[src/drawing_command_deframer_top_defines.svh]
// Assertion macros shared by the drawing command deframer RTL.
// No dependencies; included by the files that carry assertions.
`ifndef DRAWING_COMMAND_DEFRAMER_TOP_DEFINES_SVH
`define DRAWING_COMMAND_DEFRAMER_TOP_DEFINES_SVH

// Clocked check, masked while reset is asserted.
`define DCD_ASSERT(lbl, clk, rst_n, prop, msg) \
    lbl: assert property (@(posedge clk) disable iff (!rst_n) prop) else $error(msg);

// Clocked check that also holds through reset.
`define DCD_ASSERT_ALWAYS(lbl, clk, prop, msg) \
    lbl: assert property (@(posedge clk) prop) else $error(msg);

`endif

[src/dcd_pkg.sv]
// Package for the drawing command deframer: opcodes, command kinds,
// frame lengths, BCD decode functions and inter-module structs. No dependencies.
package dcd_pkg;

    localparam int PAYLOAD_DEPTH = 13;

    localparam logic [7:0] OP_CIRCLE = 8'hA1;
    localparam logic [7:0] OP_RECT   = 8'hA2;
    localparam logic [7:0] OP_LINE   = 8'hA3;
    localparam logic [7:0] OP_FILL   = 8'hA4;
    localparam logic [7:0] OP_DATE   = 8'hA5;
    localparam logic [7:0] OP_CLEAR  = 8'hA6;
    localparam logic [7:0] OP_MIRROR = 8'hA7;
    localparam logic [7:0] OP_BUCKET = 8'hA8;

    localparam logic [2:0] KIND_CIRCLE = 3'd0;
    localparam logic [2:0] KIND_RECT   = 3'd1;
    localparam logic [2:0] KIND_LINE   = 3'd2;
    localparam logic [2:0] KIND_FILL   = 3'd3;
    localparam logic [2:0] KIND_DATE   = 3'd4;
    localparam logic [2:0] KIND_CLEAR  = 3'd5;
    localparam logic [2:0] KIND_MIRROR = 3'd6;
    localparam logic [2:0] KIND_BUCKET = 3'd7;

    typedef struct packed {
        logic                               emit;
        logic [2:0]                         kind;
        logic [PAYLOAD_DEPTH-1:0][7:0]      bytes;
    } dcd_frame_t;

    typedef struct packed {
        logic [2:0]  cmd_kind;
        logic [13:0] pos_x;
        logic [13:0] pos_y;
        logic [13:0] arg_a;
        logic [13:0] arg_b;
        logic [13:0] arg_c;
        logic [19:0] color_value;
        logic [47:0] date_bcd;
    } dcd_result_t;

    function automatic logic [3:0] frame_len(input logic [2:0] kind);
        logic [3:0] len;
        case (kind)
            KIND_CIRCLE: len = 4'd9;
            KIND_RECT:   len = 4'd11;
            KIND_LINE:   len = 4'd13;
            KIND_FILL:   len = 4'd7;
            KIND_DATE:   len = 4'd13;
            default:     len = 4'd0;
        endcase
        return len;
    endfunction

    // Nibbles weighted as they stand, so non-decimal digits wrap like the spec.
    function automatic logic [13:0] bcd16_to_bin(input logic [15:0] raw);
        logic [14:0] sum;
        sum = 15'(raw[3:0])
            + 15'(raw[7:4])   * 15'd10
            + 15'(raw[11:8])  * 15'd100
            + 15'(raw[15:12]) * 15'd1000;
        return sum[13:0];
    endfunction

    function automatic logic [19:0] bcd24_to_bin(input logic [23:0] raw);
        logic [20:0] sum;
        sum = 21'(raw[3:0])
            + 21'(raw[7:4])   * 21'd10
            + 21'(raw[11:8])  * 21'd100
            + 21'(raw[15:12]) * 21'd1000
            + 21'(raw[19:16]) * 21'd10000
            + 21'(raw[23:20]) * 21'd100000;
        return sum[19:0];
    endfunction

endpackage

[src/dcd_frame_ctrl.sv]
// Frame tracker: opcode detection, byte position and payload store.
// Depends on dcd_pkg and the deframer assertion macros.
`include "drawing_command_deframer_top_defines.svh"

module dcd_frame_ctrl
    import dcd_pkg::*;
(
    input  logic       clk,
    input  logic       rst_n,
    input  logic       step,
    input  logic [7:0] rx_byte,
    output dcd_frame_t frame
);

    logic [2:0] kind_reg;
    logic [2:0] kind_next;
    logic       active_reg;
    logic       active_next;
    logic [3:0] pos_reg;
    logic [3:0] pos_next;
    logic       wr_en;
    logic [3:0] len;
    logic       is_open;
    logic       is_imm;
    logic [PAYLOAD_DEPTH-1:0][7:0] payload_reg;

    assign is_open = (rx_byte >= OP_CIRCLE) && (rx_byte <= OP_DATE);
    assign is_imm  = (rx_byte >= OP_CLEAR) && (rx_byte <= OP_BUCKET);
    assign len     = frame_len(kind_reg);

    always_comb
    begin
        kind_next   = kind_reg;
        active_next = active_reg;
        pos_next    = pos_reg;
        wr_en       = 1'b0;
        frame.emit  = 1'b0;
        frame.kind  = kind_reg;
        if (is_open)
        begin
            kind_next   = 3'(rx_byte - OP_CIRCLE);
            active_next = 1'b1;
            pos_next    = 4'd0;
        end
        else if (is_imm)
        begin
            active_next = 1'b0;
            pos_next    = 4'd0;
            frame.emit  = 1'b1;
            frame.kind  = KIND_CLEAR + 3'(rx_byte - OP_CLEAR);
        end
        else if (active_reg)
        begin
            if (pos_reg >= len)
            begin
                pos_next = 4'd0;
            end
            else
            begin
                wr_en = 1'b1;
                if ((pos_reg + 4'd1) < len)
                begin
                    pos_next = pos_reg + 4'd1;
                end
                else
                begin
                    pos_next   = 4'd0;
                    frame.emit = 1'b1;
                end
            end
        end
        // Last byte is merged in so the completed frame is seen in the same cycle.
        for (int i = 0; i < PAYLOAD_DEPTH; i++)
        begin
            frame.bytes[i] = (wr_en && (pos_reg == 4'(i))) ? rx_byte : payload_reg[i];
        end
    end

    always_ff @(posedge clk or negedge rst_n)
    begin
        if (!rst_n)
        begin
            kind_reg   <= KIND_CIRCLE;
            active_reg <= 1'b0;
            pos_reg    <= 4'd0;
        end
        else if (step)
        begin
            kind_reg   <= kind_next;
            active_reg <= active_next;
            pos_reg    <= pos_next;
        end
    end

    always_ff @(posedge clk)
    begin
        if (step && wr_en)
        begin
            payload_reg[pos_reg] <= rx_byte;
        end
    end

    `DCD_ASSERT_ALWAYS(a_pos_in_store, clk, !rst_n || (pos_reg < 4'(PAYLOAD_DEPTH)),
        "byte position past payload store")
    `DCD_ASSERT(a_idle_pos_zero, clk, rst_n, !active_reg |-> pos_reg == 4'd0,
        "byte position nonzero while idle")
    `DCD_ASSERT(a_frame_emit_active, clk, rst_n,
        (frame.emit && frame.kind <= KIND_DATE) |-> (active_reg && pos_reg == len - 4'd1),
        "frame emitted without a complete frame")

endmodule

[src/dcd_cmd_decode.sv]
// Command field extraction and BCD to binary conversion of a completed frame.
// Depends on dcd_pkg.
module dcd_cmd_decode
    import dcd_pkg::*;
(
    input  dcd_frame_t  frame,
    output dcd_result_t result
);

    logic [PAYLOAD_DEPTH-1:0][7:0] b;

    assign b = frame.bytes;

    always_comb
    begin
        result          = '0;
        result.cmd_kind = frame.kind;
        if (frame.kind <= KIND_DATE)
        begin
            result.pos_x = bcd16_to_bin({b[1], b[0]});
            result.pos_y = bcd16_to_bin({b[3], b[2]});
        end
        case (frame.kind)
            KIND_CIRCLE:
            begin
                result.arg_a       = bcd16_to_bin({b[5], b[4]});
                result.color_value = bcd24_to_bin({b[8], b[7], b[6]});
            end
            KIND_RECT:
            begin
                result.arg_a       = bcd16_to_bin({b[5], b[4]});
                result.arg_b       = bcd16_to_bin({b[7], b[6]});
                result.color_value = bcd24_to_bin({b[10], b[9], b[8]});
            end
            KIND_LINE:
            begin
                result.arg_a       = bcd16_to_bin({b[5], b[4]});
                result.arg_b       = bcd16_to_bin({b[7], b[6]});
                result.arg_c       = bcd16_to_bin({b[9], b[8]});
                result.color_value = bcd24_to_bin({b[12], b[11], b[10]});
            end
            KIND_FILL:
            begin
                result.color_value = bcd24_to_bin({b[6], b[5], b[4]});
            end
            KIND_DATE:
            begin
                result.date_bcd    = {b[9], b[8], b[7], b[6], b[5], b[4]};
                result.color_value = bcd24_to_bin({b[12], b[11], b[10]});
            end
            default:
            begin
                result.cmd_kind = frame.kind;
            end
        endcase
    end

endmodule

[src/drawing_command_deframer_top.sv]
// Drawing command deframer top level: input register, frame tracker,
// decoder and result register. Depends on dcd_pkg, dcd_frame_ctrl, dcd_cmd_decode.
//
// Takes one serial byte per item and emits at most one decoded drawing command
// per byte. Sustained rate is one byte per clock while the output is not
// stalled; each result passes the input register, then the result register. Input
// stall rises only when a byte is held in the input register while a
// finished result waits on a stalled output. Bytes 0xA1-0xA5 open a frame,
// 0xA6-0xA8 emit clear, mirror or magic bucket at once; coordinates, sizes
// and colour leave BCD-decoded, date bytes leave raw.
`include "drawing_command_deframer_top_defines.svh"

module drawing_command_deframer_top
    import dcd_pkg::*;
(
    input  logic        clk,
    input  logic        rst_n,
    input  logic        in_valid,
    output logic        in_stall,
    input  logic [7:0]  rx_byte,
    output logic        out_valid,
    input  logic        out_stall,
    output logic [2:0]  cmd_kind,
    output logic [13:0] pos_x,
    output logic [13:0] pos_y,
    output logic [13:0] arg_a,
    output logic [13:0] arg_b,
    output logic [13:0] arg_c,
    output logic [19:0] color_value,
    output logic [47:0] date_bcd
);

    logic        s1_valid_reg;
    logic [7:0]  s1_byte_reg;
    logic        out_valid_reg;
    dcd_result_t result_reg;
    dcd_result_t result_next;
    dcd_frame_t  frame;
    logic        adv;
    logic        step;

    assign adv      = !(out_valid_reg && out_stall);
    assign in_stall = s1_valid_reg && !adv;
    assign step     = s1_valid_reg && adv;

    always_ff @(posedge clk or negedge rst_n)
    begin
        if (!rst_n)
        begin
            s1_valid_reg <= 1'b0;
        end
        else if (!in_stall)
        begin
            s1_valid_reg <= in_valid;
        end
    end

    always_ff @(posedge clk)
    begin
        if (in_valid && !in_stall)
        begin
            s1_byte_reg <= rx_byte;
        end
    end

    dcd_frame_ctrl u_frame_ctrl (
        .clk     (clk),
        .rst_n   (rst_n),
        .step    (step),
        .rx_byte (s1_byte_reg),
        .frame   (frame)
    );

    dcd_cmd_decode u_cmd_decode (
        .frame  (frame),
        .result (result_next)
    );

    always_ff @(posedge clk or negedge rst_n)
    begin
        if (!rst_n)
        begin
            out_valid_reg <= 1'b0;
        end
        else if (adv)
        begin
            out_valid_reg <= s1_valid_reg && frame.emit;
        end
    end

    always_ff @(posedge clk)
    begin
        if (step && frame.emit)
        begin
            result_reg <= result_next;
        end
    end

    assign out_valid   = out_valid_reg;
    assign cmd_kind    = result_reg.cmd_kind;
    assign pos_x       = result_reg.pos_x;
    assign pos_y       = result_reg.pos_y;
    assign arg_a       = result_reg.arg_a;
    assign arg_b       = result_reg.arg_b;
    assign arg_c       = result_reg.arg_c;
    assign color_value = result_reg.color_value;
    assign date_bcd    = result_reg.date_bcd;

    `DCD_ASSERT(a_stall_needs_result, clk, rst_n,
        in_stall |-> (out_valid_reg && s1_valid_reg), "input stalled without a held result")
    `DCD_ASSERT(a_result_from_item, clk, rst_n,
        $rose(out_valid_reg) |-> $past(s1_valid_reg), "result without a registered item")
    `DCD_ASSERT(a_drain_empty, clk, rst_n,
        (out_valid_reg && !out_stall && !s1_valid_reg) |=> !out_valid_reg,
        "stale result after drain")

endmodule

[config.mk]
export PLATFORM = sky130hd
export DESIGN_NAME = drawing_command_deframer_top
export DESIGN_NICKNAME = d
export VERILOG_FILES = /design/src/dcd_pkg.sv /design/src/dcd_frame_ctrl.sv /design/src/dcd_cmd_decode.sv /design/src/drawing_command_deframer_top.sv
export VERILOG_INCLUDE_DIRS = /design/src /design/src/src
export SDC_FILE = /design/constraint.sdc
export NUM_CORES = 1
export LEC_CHECK = 0
export BUFFER_PORTS_ARGS = -buffer_cell sky130_fd_sc_hd__buf_2
export CORE_MARGIN = 2
export CORE_UTILIZATION = 39
export CTS_BUF_LIST = sky130_fd_sc_hd__clkbuf_16
export CTS_CLUSTER_DIAMETER = 120
export DETAILED_ROUTE_END_ITERATION = 10
export MAX_ROUTING_LAYER = met4
export PLACE_DENSITY = 0.56
export REMOVE_ABC_BUFFERS = 1
export SYNTH_ARGS = -nofsm -noshare
export SYNTH_HDL_FRONTEND = slang
export SYNTH_SLANG_ARGS = --single-unit
[constraint.sdc]
create_clock -name clk -period 13.05 [get_ports clk]
set_input_delay 2.61 -clock clk [delete_from_list [all_inputs] [get_ports clk]]
set_output_delay 2.61 -clock clk [all_outputs]
set_load 0.05 [all_outputs]
; ---- Word level (Yosys, flattened, before mapping)
; Index checks and enable logic that the tools add are counted.
[totals]
regBits = 263
input_bits = 12
out_inout_bits = 143
wordCells = 202
[op_classes]
add_sub_neg = 39
multipliers = 35
magnitude_cmp = 9
eq_ne = 20
mux = 35
n_reduce_logical = 37
[ops]
columns = op, n
row1 = 2-to-1 mux 8 bit, 14
row2 = bitwise mux 104 bit, 1
row3 = "multiplier 4 x 7 -> 11 bit, second input constant", 9
row4 = adder 4 x 8 -> 9 bit, 9
row5 = "multiplier 4 x 5 -> 9 bit, second input constant", 9
row6 = adder 20 x 11 -> 20 bit, 4
row7 = adder 20 x 14 -> 20 bit, 4
row8 = adder 20 x 18 -> 20 bit, 4
row9 = adder 20 bit, 4
row10 = case mux 20 bit (4 select lines), 1
row11 = adder 14 x 11 -> 14 bit, 5
row12 = adder 14 bit, 5
row13 = "multiplier 4 x 3 -> 7 bit, second input constant", 9
row14 = "multiplier 4 x 12 -> 15 bit, second input constant", 4
row15 = "multiplier 4 x 10 -> 14 bit, second input constant", 4
row16 = demux 8 bit (select 4 bit), 1
row17 = 2-to-1 mux 4 bit, 6
row18 = logical AND 1 bit, 23
row19 = "equality test 4 bit, second input constant", 5
row20 = "equality test 4 x 3 -> 1 bit, second input constant", 4
row21 = "greater-or-equal comparator 8 bit, second input constant", 2
row22 = "less-or-equal comparator 8 bit, second input constant", 2
row23 = case mux 4 bit (4 select lines), 1
row24 = "equality test 3 x 2 -> 1 bit, second input constant", 4
row25 = 23 further kinds, 41

; ---- Depth between registers and ports, before layout
; Gate-level depths: netlist (run 1).
[logic_depth]
word_depth = 17
depth_mapped = 37
ltp_nobuf = 35

; ---- Hierarchy
; From an unflattened synthesis (run 1), not the netlist that was laid out.
[unflattened]
hier_cells = 2573
area_unflattened_um2 = 28058.2
[modules_own_cells]
columns = mod, instances, cells_per_inst, area_per_inst_um2, seq_area_each_um2
row1 = dcd_cmd_decode, 1, 2066, 17963.5, 0.0
row2 = dcd_frame_ctrl, 1, 347, 5521.5, 3323.2
row3 = drawing_command_deframer_top, 1, 160, 4573.1, 4524.3

; ---- Least setup slack after synthesis (run 1)
; OpenSTA, ideal clock, no wires.
[synth_timing]
path_type = reg2reg
start = register u_frame_ctrl.kind_reg[1]
end = register result_reg, in the netlist color_value[19] (data pin)
setup_ns = 0.268
t_arrival_ns = 8.381
required_ns = 12.782
setup_slack_ns = 4.401
stages_incl_launch_ff = 34
n_path_buf = 1
synth_period_minus_slack_ns = 8.649
path_cell_list = dfrtp_1 o21ai_0 nand2_1 ha_1 nand2b_1 a2111oi_4 nor2_2 nor3_4 and4_1 buf_2 mux2i_1 inv_1 ha_1 ha_1 inv_1 fa_1 nor3b_1 xnor2_1 xnor2_1 fa_1 inv_1 fa_1 fa_1 inv_1 fa_1 a21oi_1 o211ai_1 o41ai_1 o21ai_0 or4_1 a31oi_1 xnor2_1 a22oi_1 o211ai_1
[synth_between]
elab_chain_len = 17
elab_cells_between_ends = 79
cone_classes = add/sub (20) / mul (20) / order compare (1) / eq/ne (8) / mux (17) / reduce/logical (13)
[synth_rtl]
columns = item, line
row1 = start: declaration, dcd_frame_ctrl.sv:15  ; logic [2:0] kind_reg;
row2 = start signal: assignment, dcd_frame_ctrl.sv:89  ; kind_reg <= kind_next;
row3 = equality test 3 x 2 -> 1 bit / equality test 3 bit (equally long branches), dcd_pkg.sv:44  ; case (kind)
row4 = OR reduction 2 bit (no line), -
row5 = case mux 4 bit (4 select lines), dcd_pkg.sv:44
row6 = greater-or-equal comparator 4 bit, dcd_frame_ctrl.sv:54  ; if (pos_reg >= len)
row7 = 2-to-1 mux 1 bit, dcd_frame_ctrl.sv:54
row8 = 2-to-1 mux 1 bit, dcd_frame_ctrl.sv:52  ; else if (active_reg)
row9 = 2-to-1 mux 1 bit, dcd_frame_ctrl.sv:45  ; else if (is_imm)
row10 = 2-to-1 mux 1 bit, dcd_frame_ctrl.sv:39  ; if (is_open)
row11 = logical AND 1 bit, dcd_frame_ctrl.sv:75  ; frame.bytes[i] = (wr_en && (pos_reg == 4'(i))) ? rx_byte : payload_reg[i];
row12 = 2-to-1 mux 8 bit, dcd_frame_ctrl.sv:75
row13 = multiplier 4 x 3 -> 7 bit, dcd_pkg.sv:68  ; + 21'(raw[7:4]) * 21'd10
row14 = adder 4 x 8 -> 9 bit, dcd_pkg.sv:68
row15 = adder 20 x 11 -> 20 bit, dcd_pkg.sv:69  ; + 21'(raw[11:8]) * 21'd100
row16 = adder 20 x 14 -> 20 bit, dcd_pkg.sv:70  ; + 21'(raw[15:12]) * 21'd1000
row17 = adder 20 x 18 -> 20 bit, dcd_pkg.sv:71  ; + 21'(raw[19:16]) * 21'd10000
row18 = adder 20 bit, dcd_pkg.sv:72  ; + 21'(raw[23:20]) * 21'd100000;
row19 = case mux 20 bit (4 select lines) (*), dcd_cmd_decode.sv:23  ; case (frame.kind)
row20 = end signal: assignment, drawing_command_deframer_top.sv:95  ; result_reg <= result_next;
row21 = end: declaration, drawing_command_deframer_top.sv:36  ; dcd_result_t result_reg;
; Mark *: on every way between the ends. The rest lies on a longest branch, timed or not.
; A chain may end at the register's enable or synchronous reset.

==> summary.md, run 1 <==
- **First-pass DRT Iterations** 5
- **width of the die** 276 um
- **async set-or-reset flop fraction in the synthesized netlist** 3.80%
- **Setup WS pre-CTS** 2.83 ns
- **Syn-to-layout area delta** 10.2%
- **TritonCTS clock tree** done
- **number of hold buffers added after CTS** 0
- **number of synthesized register bits** 263
- **count of H-tree levels built during CTS** 1
- **CP dominant cell by count** sky130_fd_sc_hd__ha_1
- **number of maximum-capacitance violations** 0
- **instance count after placement with tap cells included** 3834
- **required arrival time at the worst endpoint** 13.39 ns
- **hold path depth** 1
- **Post-Syn Instances** 2737
- **critical path type** flop to flop
- **leakage power** 14.8 nW
- **overall routing resource usage** 21.0%
- **final cell utilization of the core** 43.5%
- **flip-flop count of the largest register, all copies and words added** 104
- **Inserted Clock Buffers** 30
- **clock-pin slew reported for the worst setup and hold paths after clock tree synthesis** 0.07 ns
- **Top-Level Pins** 155
- **category of the worst setup path launch point** flop
- **pin count of the biggest net entering global routing** 74
- **synthesized area per cell** 10.6 um2
- **worst path setup slack after routing** 2.70 ns
- **Vias** 20100
- **Relative slew margins** 23.1%
- **Total Negative Setup Slacks** 0 ns
- **number of cell rows** 99
- **final critical-path required period** 10.35 ns
- **share of post-route cells with drive strength above 1** 11.1%
- **Final Net Count** 3629
- **number of enable flip-flop cells after synthesis** 253
- **post-route clock period utilization** 79.3%
- **CP max stage delay** 0.64 ns
- **cell with the largest stage delay on the worst path** sky130_fd_sc_hd__and3_1
- **Post-synth top flop** sky130_fd_sc_hd__edfxtp_1
- **number of global-route vias before repair** 20900
- **Achievable Freq** 96.6 MHz
- **overall overflow remaining after global route** 0
- **post-detailed-routing wire length** 77.8 mm
- **Slew @ Worst Pin** 1.15 ns
- **total core area** 73200 um2
- **ratio of routed vias to standard cells** 5.17
- **RSZ-0062 raised after global routing** no
- **number of port buffers** 154
- **post-synthesis instance area** 28900 um2
- **Slew Viols, Final** 0
- **final non-filler cell total** 3888
- **Post CTS Setup Buffer Count** 0
- **Post-DRT Antenna Nets** 0
- **initial antenna violation count** 1
- **Register-to-Register Path Depth** 33
- **largest fanout of any net on the critical path** 9
- **sequential share of the synthesized area** 27.2%
- **chip height** 276 um
- **Hold Crit Class** flop to flop
- **total die area** 76300 um2
- **arrival time at the worst endpoint** 10.69 ns
- **cell area power density** 276 nW/um2
- **final-report setup violation count** 0
- **Resized Gates After CTS** 0
- **number of design-rule violations left by the first detailed-router iteration** 1148
- **worst-case vdd ir drop** 0.000231 V
- **final setup skew** 0.0260 ns
- **n_diodes** 0
- **maximum clock insertion buffer count** 3
- **capturing element type of the critical path** flop
- **clock insertion delay at the later pin of the skew report** 0.61 ns
- **sinks on the clock net** 263
- **detailed-route wire length per cell** 20.0 um
- **HPWL after DPL** 64.5 mm
- **global-route wire length before repair** 121 mm
- **initial core utilization** 39.5%
- **Final Hold Viols** 0
- **distinct cell type count of the synthesized netlist** 94
- **number of remaining DRC errors** 0
- **global placement routability congestion** 0.921
- **count of synthesis-stage warnings from yosys** 0
- **clock root buffer** sky130_fd_sc_hd__clkbuf_16
- **outcome** complete, no violations
## cell families after synthesis
family          Yosys count  share of synthesized area (%)
fa+ha+maj               712                           35.8
simple gates            512                           8.98
compound gates          457                           10.4
buf+inv                 437                           5.86
flops                   263                           27.2
xor+xnor                239                           7.39
mux                     117                           4.36
## cells in the final DEF (no fill, tap or decap), types with 59 or more instances in the layout
master / instances
sky130_fd_sc_hd__fa_1: 193
sky130_fd_sc_hd__xnor2_1: 145
sky130_fd_sc_hd__mux2i_1: 69
sky130_fd_sc_hd__ha_1: 517
sky130_fd_sc_hd__nand2_1: 94
sky130_fd_sc_hd__xor2_1: 91
sky130_fd_sc_hd__buf_2: 154
sky130_fd_sc_hd__edfxtp_1: 253
sky130_fd_sc_hd__a21o_1: 59
sky130_fd_sc_hd__o21ai_0: 69
sky130_fd_sc_hd__a21oi_1: 135
sky130_fd_sc_hd__inv_1: 393
sky130_fd_sc_hd__nor2_1: 171
## through the flow
stage | total power, mW | instance area (um2) | hold slack (ns)
after global placement | 7.91 | 30900 | 0.520
after global routing | 9.73 | 31800 | 0.591
after floorplan | 6.36 | 28700 | 0.500
after CTS | 8.89 | 31800 | 0.573
final | 8.80 | 31800 | 0.570
after detailed placement | 8.00 | 30900 | 0.557
## worst paths after layout
path                            slack, ns                       end                     start
worst max-delay path                 2.70           color_value[19]  u_frame_ctrl.kind_reg[1]
worst min-delay path                 0.57                 out_valid                 out_valid
worst max register to register       2.70           color_value[19]  u_frame_ctrl.kind_reg[1]
worst min register to register       0.57                 out_valid                 out_valid
max in group asynchronous           10.95  u_frame_ctrl.kind_reg[0]                     rst_n
min in group asynchronous            1.87              s1_valid_reg                     rst_n
## cell type report
type | instances | area [um2]
fillers | 7012 | 41400
multi-input cells | 2037 | 19400
flip-flops and latches | 263 | 7850
inverters | 390 | 1470
well taps | 959 | 1200
repair buffers | 185 | 1000
clock buffers | 30 | 751
clock inverters | 24 | 190
## Yosys cell counts, drive strengths merged, types with 4 or more instances
library cell / count / area [um2]
a211o: 6 / 52.6
a211oi: 16 / 125
a21o: 59 / 443
a21oi: 136 / 681
a22oi: 22 / 165
a31o: 5 / 43.8
a31oi: 19 / 119
and2: 23 / 144
and3: 14 / 87.6
and4: 4 / 35.0
buf: 20 / 126
clkbuf: 27 / 101
dfrtp: 10 / 250
edfxtp: 253 / 7600
fa: 193 / 3860
ha: 517 / 6470
inv: 390 / 1470
mux2: 43 / 484
mux2i: 74 / 777
nand2: 94 / 353
nand2b: 29 / 181
nand3: 28 / 145
nand3b: 5 / 37.5
nand4: 6 / 37.5
nor2: 174 / 658
nor2b: 47 / 294
nor3: 37 / 211
nor3b: 6 / 50.1
nor4: 7 / 80.1
o2111ai: 5 / 43.8
o211ai: 13 / 97.6
o21a: 15 / 113
o21ai: 74 / 374
o21bai: 28 / 210
o22ai: 12 / 75.1
o31ai: 10 / 75.1
o41ai: 7 / 76.3
or2: 13 / 81.3
or3: 10 / 62.6
or4: 9 / 67.6
xnor2: 145 / 1270
xor2: 91 / 797
## worst max-delay path, delay by kind of cell, from the launching register on
family / cells / cell delay, ns
AO/OA/AOI/OAI: 12 / 2.94
buffers and inverters: 2 / 0.34
adder cells (fa/ha/maj): 8 / 3.14
XOR/XNOR: 2 / 0.68
AND/OR/NAND/NOR: 8 / 2.03
flip-flops: 1 / 0.44
multiplexers: 1 / 0.51
## routing by layer
layer / wire (um) / vias to the layer above / share of wire (%) / track usage (%)
met2: 36600 / 405 / 47 / 34.3
met1: 35900 / 9734 / 46 / 27.9
met4: 2270 / 0 / 2.9 / 5.77
met3: 2980 / 109 / 3.8 / 1.94
li1: - / 9852 / - / -
met5: 0 / - / 0 / -
## power by group
group	leakage (nW)	internal, mW	switching (mW)
sequential	2.44	1.24	0.0402
clock	0.470	0.442	0.369
combinational	11.9	2.77	3.94
Note: power is estimated with default switching activity, not from simulation.
==> inputs of run 2 (changes only) <==
==> constraint.sdc (replaced) <==
create_clock -name clk -period 10.6 [get_ports clk]
set_input_delay 2.12 -clock clk [delete_from_list [all_inputs] [get_ports clk]]
set_output_delay 2.12 -clock clk [all_outputs]
set_load 0.05 [all_outputs]
==> summary.md, run 2 (same netlist as run 1, synthesis figures left out) <==
- **share of post-route cells with drive strength above 1** 12.0%
- **required arrival time at the worst endpoint** 10.90 ns
- **Syn-to-layout area delta** 11.4%
- **Filler Cell Count** 6834
- **pin count of the biggest net entering global routing** 73
- **global placement routability congestion** 0.914
- **total core area** 73200 um2
- **commonest cells after routing, fill and taps aside** 517 x sky130_fd_sc_hd__ha_1, 386 x sky130_fd_sc_hd__inv_1, 253 x sky130_fd_sc_hd__edfxtp_1, 193 x sky130_fd_sc_hd__fa_1, 172 x sky130_fd_sc_hd__nor2_1
- **number of global-route vias before repair** 21100
- **most common cell after layout, fill and taps aside** sky130_fd_sc_hd__ha_1
- **CP max stage delay** 0.57 ns
- **number of design-rule violations left by the first detailed-router iteration** 1188
- **HPWL after DPL** 63.1 mm
- **Post-DRT Antenna Nets** 0
- **initial core utilization** 39.5%
- **chip height** 276 um
- **sinks on the clock net** 263
- **arrival time at the worst endpoint** 10.32 ns
- **post-route clock period utilization** 94.5%
- **cell area power density** 342 nW/um2
- **cell with the largest stage delay on the worst path** sky130_fd_sc_hd__fa_1
- **Setup WS pre-CTS** 0.529 ns
- **RSZ-0062 raised after global routing** no
- **CP dominant cell by count** sky130_fd_sc_hd__ha_1
- **Hold Crit Class** flop to flop
- **leakage power** 15.0 nW
- **total die area** 76300 um2
- **worst path setup slack after routing** 0.583 ns
- **n_diodes** 0
- **clock-pin slew reported for the worst setup and hold paths after clock tree synthesis** 0.06 ns
- **overall overflow remaining after global route** 0
- **Total Negative Setup Slacks** 0 ns
- **final critical-path required period** 10.02 ns
- **final-report setup violation count** 0
- **overall routing resource usage** 21.0%
- **clock insertion delay at the later pin of the skew report** 0.57 ns
- **multi-input logic area** 19400 um2
- **number of port buffers** 154
- **Slew @ Worst Pin** 1.11 ns
- **Achievable Freq** 99.8 MHz
- **Final Net Count** 3645
- **Relative slew margins** 24.1%
- **width of the die** 276 um
- **critical path type** flop to flop
- **CP Buf/Inv Count** 2
- **flip-flop count of the largest register, all copies and words added** 104
- **logic depth of the worst path, buffers included** 33
- **Top-Level Pins** 155
- **global-route wire length before repair** 122 mm
- **Vias** 20300
- **largest fanout of any net on the critical path** 10
- **TritonCTS clock tree** done
- **initial antenna violation count** 3
- **Register-to-Register Path Depth** 33
- **family of cells with the greatest summed delay on the critical path** adder cells
- **outcome** complete, no violations
- **detailed-route wire length per cell** 19.8 um
- **final setup skew** 0.0205 ns
- **number of remaining DRC errors** 0
- **capturing element type of the critical path** flop
- **Slew Viols, Final** 0
- **number of cell rows** 99
- **total area of sequential cells** 7850 um2
- **clock root buffer** sky130_fd_sc_hd__clkbuf_16
- **post-detailed-routing wire length** 77.4 mm
- **worst-case vdd ir drop** 0.000284 V
- **maximum clock insertion buffer count** 3
- **Post CTS Setup Buffer Count** 0
- **Inserted Clock Buffers** 34
- **ratio of routed vias to standard cells** 5.20
- **category of the worst setup path launch point** flop
- **number of maximum-capacitance violations** 0
- **hold path depth** 1
- **Final Hold Viols** 0
- **First-pass DRT Iterations** 5
- **count of H-tree levels built during CTS** 2
==> run 2: final timing paths <==
| kind | from | endpoint | slack (ns) |
|---|---|---|---|
| max reg2reg | u_frame_ctrl.kind_reg[1] | color_value[19] | 0.58 |
| min in group asynchronous | rst_n | s1_valid_reg | 1.42 |
| max in group asynchronous | rst_n | u_frame_ctrl.kind_reg[2] | 8.95 |
| min | out_valid | out_valid | 0.55 |
| max | u_frame_ctrl.kind_reg[1] | color_value[19] | 0.58 |
| min reg2reg | out_valid | out_valid | 0.55 |
==> run 2: what timing repair did <==
| item | CTS | global route |
|---|---|---|
| hold endpoints to repair | 0 | 0 |
| hold buffers | 0 | 0 |
| endpoints found under the setup margin | 0 | 2 |
| gates resized for setup | 0 | 5 |
==> run 2: layer usage <==
metal | global-route usage, % | vias to the layer above | wire [um]
met5 | - | - | 0
met4 | 5.72 | 0 | 2120
met3 | 2.22 | 104 | 2560
met2 | 34.5 | 371 | 36600
met1 | 27.6 | 9941 | 36200
li1 | - | 9878 | -
==> run 2: cell type report <==
cell class / count / area share (%)
tap: 959 / 3.73
multi-input combinational: 2037 / 60.2
timing repair buffer: 197 / 3.40
clock buffer: 34 / 2.64
inverter: 390 / 4.55
clock inverter: 25 / 1.06
sequential: 263 / 24.4
==> run 2: stage by stage <==
stage | area (um2) | hold WS (ns) | utilization (%) | std cells | power, mW
6_report | 32200 | 0.551 | 44.0 | 3905 | 11.0
5_1_grt | 32200 | 0.576 | 44.0 | 3905 | 12.2
4_1_cts | 32200 | 0.546 | 44.0 | 3905 | 11.1
3_5_place_dp | 31000 | 0.528 | 42.3 | 3846 | 9.73
3_3_place_gp | 31000 | 0.515 | 42.3 | 3846 | 9.65
2_1_floorplan | 28700 | 0.500 | - | 2690 | 7.83
==> run 2: power breakdown <==
group	total (mW)	switching, mW	internal (mW)
clock network	1.25	0.507	0.748
registers	1.57	0.0498	1.52
logic	8.19	4.77	3.42
